===== src/sv/tsp_pkg.sv =====
// ---------------------------------------------------------------------------
// tsp_pkg
// Shared widths, codes and types for the tensor shard planner.
// ---------------------------------------------------------------------------
package tsp_pkg;

    localparam int W_TYPE  = 2;
    localparam int W_DIM   = 21;
    localparam int W_EXP   = 9;
    localparam int W_BLK   = 9;
    localparam int W_CNT   = 7;
    localparam int W_RANK  = 6;
    localparam int W_ROWS  = 29;
    localparam int W_BYTES = 56;
    localparam int W_DIVK  = 16;  // rank_count * block_elems
    localparam int W_ROWB  = 30;  // bytes of one row
    localparam int W_P1    = 51;  // dim_rows * row bytes
    localparam int W_CFGI  = 1;

    localparam int QUEUE_DEPTH_DEF = 2;

    localparam logic [W_CFGI-1:0] CFG_RANK_COUNT = 1'b0;
    localparam logic [W_CFGI-1:0] CFG_RANK_INDEX = 1'b1;

    typedef enum logic [1:0] {
        MODE_NONE    = 2'd0,
        MODE_ROWS    = 2'd1,
        MODE_EXPERTS = 2'd2,
        MODE_INNER   = 2'd3
    } t_mode;

    typedef struct packed {
        t_mode              mode;
        logic [W_DIM-1:0]   ne0;
        logic [W_DIM-1:0]   ne1;
        logic [W_EXP-1:0]   ne2;
        logic [W_BLK-1:0]   blk;
        logic [W_BLK-1:0]   bb;
        logic [W_DIM-1:0]   numer;
        logic [W_CNT-1:0]   divb;
        logic [W_DIVK-1:0]  divk;
    } t_req;

    typedef struct packed {
        logic vld;
        t_req req;
    } t_qif;

endpackage


===== src/sv/tsp_front.sv =====
// ---------------------------------------------------------------------------
// tsp_front
// Accepts tensor descriptions, picks the split mode and divisors, and
// queues the classified request for the back end.
// ---------------------------------------------------------------------------
module tsp_front
    import tsp_pkg::*;
#(
    parameter int QUEUE_DEPTH = QUEUE_DEPTH_DEF
) (
    input  logic              i_clk,
    input  logic              i_rst_n,
    input  logic              i_valid,
    output logic              o_stall,
    input  logic [W_TYPE-1:0] i_req_type,
    input  logic [W_DIM-1:0]  i_dim_inner,
    input  logic [W_DIM-1:0]  i_dim_rows,
    input  logic [W_EXP-1:0]  i_dim_experts,
    input  logic [W_BLK-1:0]  i_block_elems,
    input  logic [W_BLK-1:0]  i_block_bytes,
    input  logic [W_CNT-1:0]  i_rank_count,
    output t_qif              o_q,
    input  logic              i_pop
);

    localparam int AW = (QUEUE_DEPTH > 1) ? $clog2(QUEUE_DEPTH) : 1;

    t_req          req;
    t_mode         mode;
    t_req          r_mem [QUEUE_DEPTH];
    logic [AW-1:0] r_wp;
    logic [AW-1:0] r_rp;
    logic [AW:0]   r_cnt;
    logic          push;
    logic          pop;

    always_comb begin
        if (i_rank_count <= W_CNT'(1) || i_req_type == W_TYPE'(MODE_NONE)) begin
            mode = MODE_NONE;
        end else begin
            mode = t_mode'(i_req_type);
        end
    end

    always_comb begin
        req.mode  = mode;
        req.ne0   = i_dim_inner;
        req.ne1   = i_dim_rows;
        req.ne2   = i_dim_experts;
        req.blk   = i_block_elems;
        req.bb    = i_block_bytes;
        req.divb  = i_rank_count;
        req.divk  = W_DIVK'(i_rank_count) * W_DIVK'(i_block_elems);
        case (mode)
            MODE_EXPERTS: req.numer = W_DIM'(i_dim_experts);
            MODE_INNER:   req.numer = i_dim_inner;
            default:      req.numer = i_dim_rows;
        endcase
    end

    assign o_stall = (r_cnt == (AW+1)'(QUEUE_DEPTH));
    assign push    = i_valid && !o_stall;
    assign pop     = i_pop && (r_cnt != '0);

    always_ff @(posedge i_clk) begin
        if (!i_rst_n) begin
            r_wp  <= '0;
            r_rp  <= '0;
            r_cnt <= '0;
        end else begin
            if (push) begin
                r_wp <= (r_wp == AW'(QUEUE_DEPTH - 1)) ? '0 : AW'(r_wp + 1'b1);
            end
            if (pop) begin
                r_rp <= (r_rp == AW'(QUEUE_DEPTH - 1)) ? '0 : AW'(r_rp + 1'b1);
            end
            if (push && !pop) begin
                r_cnt <= (AW+1)'(r_cnt + 1'b1);
            end else if (pop && !push) begin
                r_cnt <= (AW+1)'(r_cnt - 1'b1);
            end
        end
    end

    always_ff @(posedge i_clk) begin
        if (push) begin
            r_mem[r_wp] <= req;
        end
    end

    assign o_q.vld = (r_cnt != '0);
    assign o_q.req = r_mem[r_rp];

endmodule


===== config.mk =====
export PLATFORM = sky130hd
export DESIGN_NAME = tsp_front
export DESIGN_NICKNAME = d
export VERILOG_FILES = /design/src/sv/tsp_pkg.sv /design/src/sv/tsp_front.sv
export SDC_FILE = /design/constraint.sdc
export NUM_CORES = 1
export LEC_CHECK = 0
export BUFFER_PORTS_ARGS = -buffer_cell sky130_fd_sc_hd__buf_2
export CAP_MARGIN = 10
export CORE_MARGIN = 2
export CORE_UTILIZATION = 56
export DETAILED_ROUTE_END_ITERATION = 16
export GPL_TIMING_DRIVEN = 0
export PLACE_DENSITY = 0.82
export SYNTH_ARGS = -nofsm -noshare
export SYNTH_HDL_FRONTEND = slang
export SYNTH_SLANG_ARGS = --single-unit

===== constraint.sdc =====
create_clock -name i_clk -period 9.02 [get_ports i_clk]
set_input_delay 1.804 -clock i_clk [delete_from_list [all_inputs] [get_ports i_clk]]
set_output_delay 1.804 -clock i_clk [all_outputs]
set_load 0.02 [all_outputs]

Yosys cells after proc, flatten, opt, wreduce, memory -nomap -nowiden
Memories as Yosys holds them, arrays and structs flattened. A register that Yosys moved wholly into a read port is not among the register bits.
Index checks and enable logic that the tools add are counted.
{"block": "word_totals", "elab_cells": 34, "in_bits": 82, "register_bits": 4, "mem_bits_rw": 230, "mem_count": 1, "output_inout_bits": 117}
{"memory": "r_mem", "depth": 2, "word_bits": 115, "read_ports": 1, "rd_ports_with_merged_regs": 1, "write_ports": 1, "line": "tsp_front.sv:30", "rtl": "t_req r_mem [QUEUE_DEPTH];"}
{"block": "classes", "addsub": 4, "n_mux": 10, "reduce_logical": 11, "multipliers": 1, "n_lt_le_gt_ge": 1, "eq_ne": 3}
{"op": "21-bit case mux with 2 select lines", "count": 1}
{"op": "7-bit by 9-bit multiplier with 16-bit output", "count": 1}
{"op": "7-bit by 1-bit less-or-equal comparator with 1-bit output (second input constant)", "count": 1}
{"op": "2-bit equality test (second input constant)", "count": 3}
{"op": "1-bit 2-to-1 mux", "count": 6}
{"op": "2-bit 2-to-1 mux", "count": 3}
{"op": "1-bit logical AND", "count": 4}
{"op": "2-bit nonzero test", "count": 2}
{"op": "1-bit zero test", "count": 3}
{"op": "1-bit adder (second input constant)", "count": 2}
{"op": "2-bit by 1-bit adder with 2-bit output (second input constant)", "count": 1}
{"op": "2-bit zero test", "count": 1}
{"op": "2-bit by 1-bit subtractor with 2-bit output (second input constant)", "count": 1}
{"op": "1-bit logical OR", "count": 1}

Logic depth before layout (Yosys ltp)
{"block": "logic_depth", "ltp_word": 7, "depth_mapped": 17, "mapped_depth_nobuf": 16}

Worst setup path after synthesis
OpenSTA, ideal clock, no wires.
{"block": "synth_timing", "path_type": "input-to-reg", "start": "input port i_valid", "end": "memory r_mem[0][0] in the netlist's numbering (enable)", "cell_stages": 2, "path_buffers": 0, "setup_time_ns": 0.591, "arrival_ns": 6.683, "slack_ns": 1.746, "t_required_ns": 8.429, "path_cell_list": "nand2_1 nor2_1"}
{"block": "synth_between", "elab_chain_cells": 3}
{"element": "from (decl)", "line": "tsp_front.sv:13", "rtl": "input logic i_valid,"}
{"element": "1-bit logical AND", "line": "tsp_front.sv:62", "rtl": "assign push = i_valid && !o_stall;"}
{"element": "1-bit 2-to-1 mux", "line": "tsp_front.sv:86", "rtl": "if (push) begin"}
{"element": "1-bit 2-to-1 mux (implied by the code)", "line": "tsp_front.sv:87", "rtl": "r_mem[r_wp] <= req;"}
{"element": "to (decl)", "line": "tsp_front.sv:30"}
Every way passes these cells.

==> reports/qor.yml <==
power_and_ir_drop:
  p_seq_frac: 0.383
  p_per_area_mw_per_mm2: 291
  p_sw_uw: 1250
  comb_power_share: 0.346
  p_leak_uw: 0.00524
  power_uw: 3820
  intPower_uw: 2580
  ir_drop_mv: 0.213
  clock_power_share: 0.271
  p_sw_frac: 0.326
timing:
  whs_ns: 0.547
  period_share: 0.683
  fin_ws_ns: 2.86
  fin_skew_ns: 0.0163
  rsz0062_at_grt: "no"
  max_slew_margin: 0.433
  min_period_ns: 6.16
  hold_viol_final: 0
  report.final.slew_viol_count: 0
  fmaxAchievable_mhz: 162
  worstMarginPinSlew_ns: 0.848
  finalSetupViolCount: 0
place:
  placed_cells: 1147
  dp_hpwl_um: 15400
  placed_area_mm2: 0.0123
  place_ws_ns: 2.37
  place.gp.congestion: 0.812
  io_buffers: 198
cells_and_area:
  instances_no_fill: 1193
  area_growth_pct: 21.1
  n_antenna_cell: 0
  fin_nets: 1065
  final_layout_size_suffix_gt1_frac: 0.390
  n_fill_cell: 1294
  stdcell_area_mm2: 0.0131
die:
  start_util: 0.576
  die_area_mm2: 0.0205
  io_pins: 199
  die_width_um: 143
  core_area_mm2: 0.0188
  rows: 50
  fp.dieH_um: 143
routing:
  antenna_left: 0
  viasPerCell: 5.42
  dr.first_iter.drc_count: 345
  drc: 0
  vias: 6461
  wl_um: 22500
  drt_pre_antenna_iters: 5
  routedWlPerCell_um: 18.9
grt:
  grt_usage: 0.218
  grt_pass1_vias: 6695
  grt_max_degree: 68
  grt_pass1_wl_um: 34500
  grt-ovfl-total: 0
  antenna_found_initial: 0
clock_tree:
  ctsHtreeMaxLevel: 1
  path_clk_slew_ns: 0.06
  cts.sinks: 235
  cts_buffer_depth: 3
  clock_latency_ns: 0.53
  cts_tree: "yes"
  cts_made_buffers: 25
  cts-root-buf: "clkbuf_16"
  cts_hold_buf: 0
  cts_setup_buffers: 0
  cts_repair_resize_count: 0
synth:
  synth_cell_types: 35
  yosys_register_bits: 235
  synth_area_mm2: 0.0109
  syn_area_per_cell_um2: 15.9
  synthCells: 684
  ys_seq_area_frac: 0.646
  yosysWarningCount: 0
  postSynthNetCount: 835
worst_setup_path:
  cp-start-kind: "input pin"
  worst_path_most_repeated_cell: "fa_1"
  crit_family: "adder cells"
  startpoint: "i_rank_count[6]"
  cp_slowest_stage_delay_ns: 0.54
  critPathBufInv: 5
  crit_fanout: 10
  path_cells: "buf_2 > clkbuf_1 > nand2_1 > fa_1 > fa_1 > inv_1 > fa_1 > inv_1 > fa_1 > inv_1 > ha_1 > a21o_1 > a221oi_2 > o21bai_1 > a21o_1 > a311oi_2 > xnor2_1"
  worstSetupPathType: "in -> reg"
  worst_ep_required_time_ns: 9.27
  arrival_ns: 6.42
  critPathSlowestCell: "fa_1"
  worstReg2RegStart: "r_cnt[0]"
  end_kind: "flop"
worst_hold_path:
  min_from: "r_cnt[1]"
  hold_class: "reg -> reg"
outcome:
  status: "complete, no violations"
run:
  drv_cap: 0
registers in the layout, indices dropped and copies added, names as in the netlist, named ones only:
| name | count |
|---|---|
| r_rp | 1 |
| r_wp | 1 |
| r_mem | 230 |
| r_cnt | 2 |
per-layer routing:
metal | vias to the layer above | wire length (um) | GRT usage
li1 | 2975 | - | -
met3 | 39 | 1420 | 0.0382
met2 | 217 | 11700 | 0.397
met1 | 3230 | 8920 | 0.267
met4 | 0 | 550 | 0.0635
met5 | - | 0 | 0
power by group through the flow:
stage | combinational [uW] | sequential [uW] | clock, uW
finish | 1320 | 1470 | 1040
global route | 1430 | 1480 | 1090
CTS | 1340 | 1470 | 1060
detailed placement | 1330 | 1490 | 0
global placement | 1280 | 1520 | 0
floorplan | 910 | 1500 | 0
worst paths after layout:
kind / to / slack, ns / cells past startpoint
setup reg to reg: r_mem[0][61] / 6.80 / 5
hold reg to reg: r_cnt[1] / 0.55 / 2
hold / removal: r_cnt[1] / 0.55 / 2
setup / recovery: r_mem[1][14] / 2.86 / 17
tightest hold or removal path: stages, from the launching register on:
cell and delay (ns):
dfxtp_1 0.34, o21ai_0 0.08, a21boi_0 0.08
kinds of logic (layout without fill, tap and decap cells):
| group | after synthesis | count (layout) | synth area share |
|---|---|---|---|
| AOI/OAI and AO/OA | 54 | 54 | 0.0306 |
| xor gates and xnor gates | 15 | 15 | 0.0121 |
| muxes | 124 | 124 | 0.128 |
| adders and majority gates | 69 | 69 | 0.103 |
| buffers and inverters | 55 | 304 | 0.0196 |
| DFF | 235 | 235 | 0.646 |
| and+or+nand+nor | 132 | 132 | 0.0614 |
through the flow:
stage                util  setup TNS [ns]
finish              0.698               0
CTS                 0.698               0
global route        0.698               0
floorplan               -               0
global placement    0.646         -131.31
detailed placement  0.653               0
synth_stat cells, drive strengths merged:
master | count | area (um^2)
dfxtp | 5 | 100
o21bai | 2 | 15.0
xnor2 | 11 | 96.3
o21a | 1 | 7.51
a21boi | 1 | 7.51
a31oi | 3 | 18.8
nand2 | 58 | 218
mux2i | 9 | 90.1
ha | 35 | 438
and2 | 52 | 325
a31o | 1 | 8.76
nor2b | 5 | 31.3
nand2b | 1 | 6.26
a21oi | 9 | 45.0
nand3b | 2 | 15.0
fa | 34 | 681
a221oi | 1 | 15.0
a21o | 6 | 45.0
or3 | 1 | 6.26
edfxtp | 230 | 6910
xor2 | 4 | 35.0
inv | 33 | 124
o21ai | 26 | 130
clkbuf | 17 | 63.8
nor4 | 1 | 6.26
and3 | 4 | 25.0
or2 | 1 | 6.26
a211oi | 2 | 15.0
buf | 5 | 25.0
nand3 | 1 | 5.00
mux2 | 115 | 1290
nor2 | 6 | 22.5
a2111oi | 1 | 8.76
a311oi | 1 | 15.0
area by class of cell:
type                            instances  area (um^2)  area share
Sequential cell                       235         7010       0.533
Multi-Input combinational cell        394         3650       0.277
Timing Repair Buffer                  203         1110      0.0847
Clock buffer                           30          644      0.0490
Tap cell                              260          325      0.0248
Clock inverter                         16          195      0.0149
Inverter                               33          124     0.00942
Buffer                                 22         88.8     0.00676
placed cells by master (no fill, tap or decap), types with 3 or more instances in the layout:
cell type,count
a21oi_1,9
inv_1,33
mux2_2,115
nand2_1,58
xor2_1,4
nor2b_1,5
dfxtp_1,5
buf_16,3
a31oi_1,3
clkinv_1,6
ha_1,35
bufinv_16,4
edfxtp_1,230
clkinv_2,3
and2_1,52
nor2_1,5
a21o_1,6
and3_1,3
buf_2,203
xnor2_1,11
o21ai_0,18
clkbuf_1,22
o21ai_1,8
fa_1,34
mux2i_1,9
clkbuf_16,25
Power figures use the tool's default switching activity.
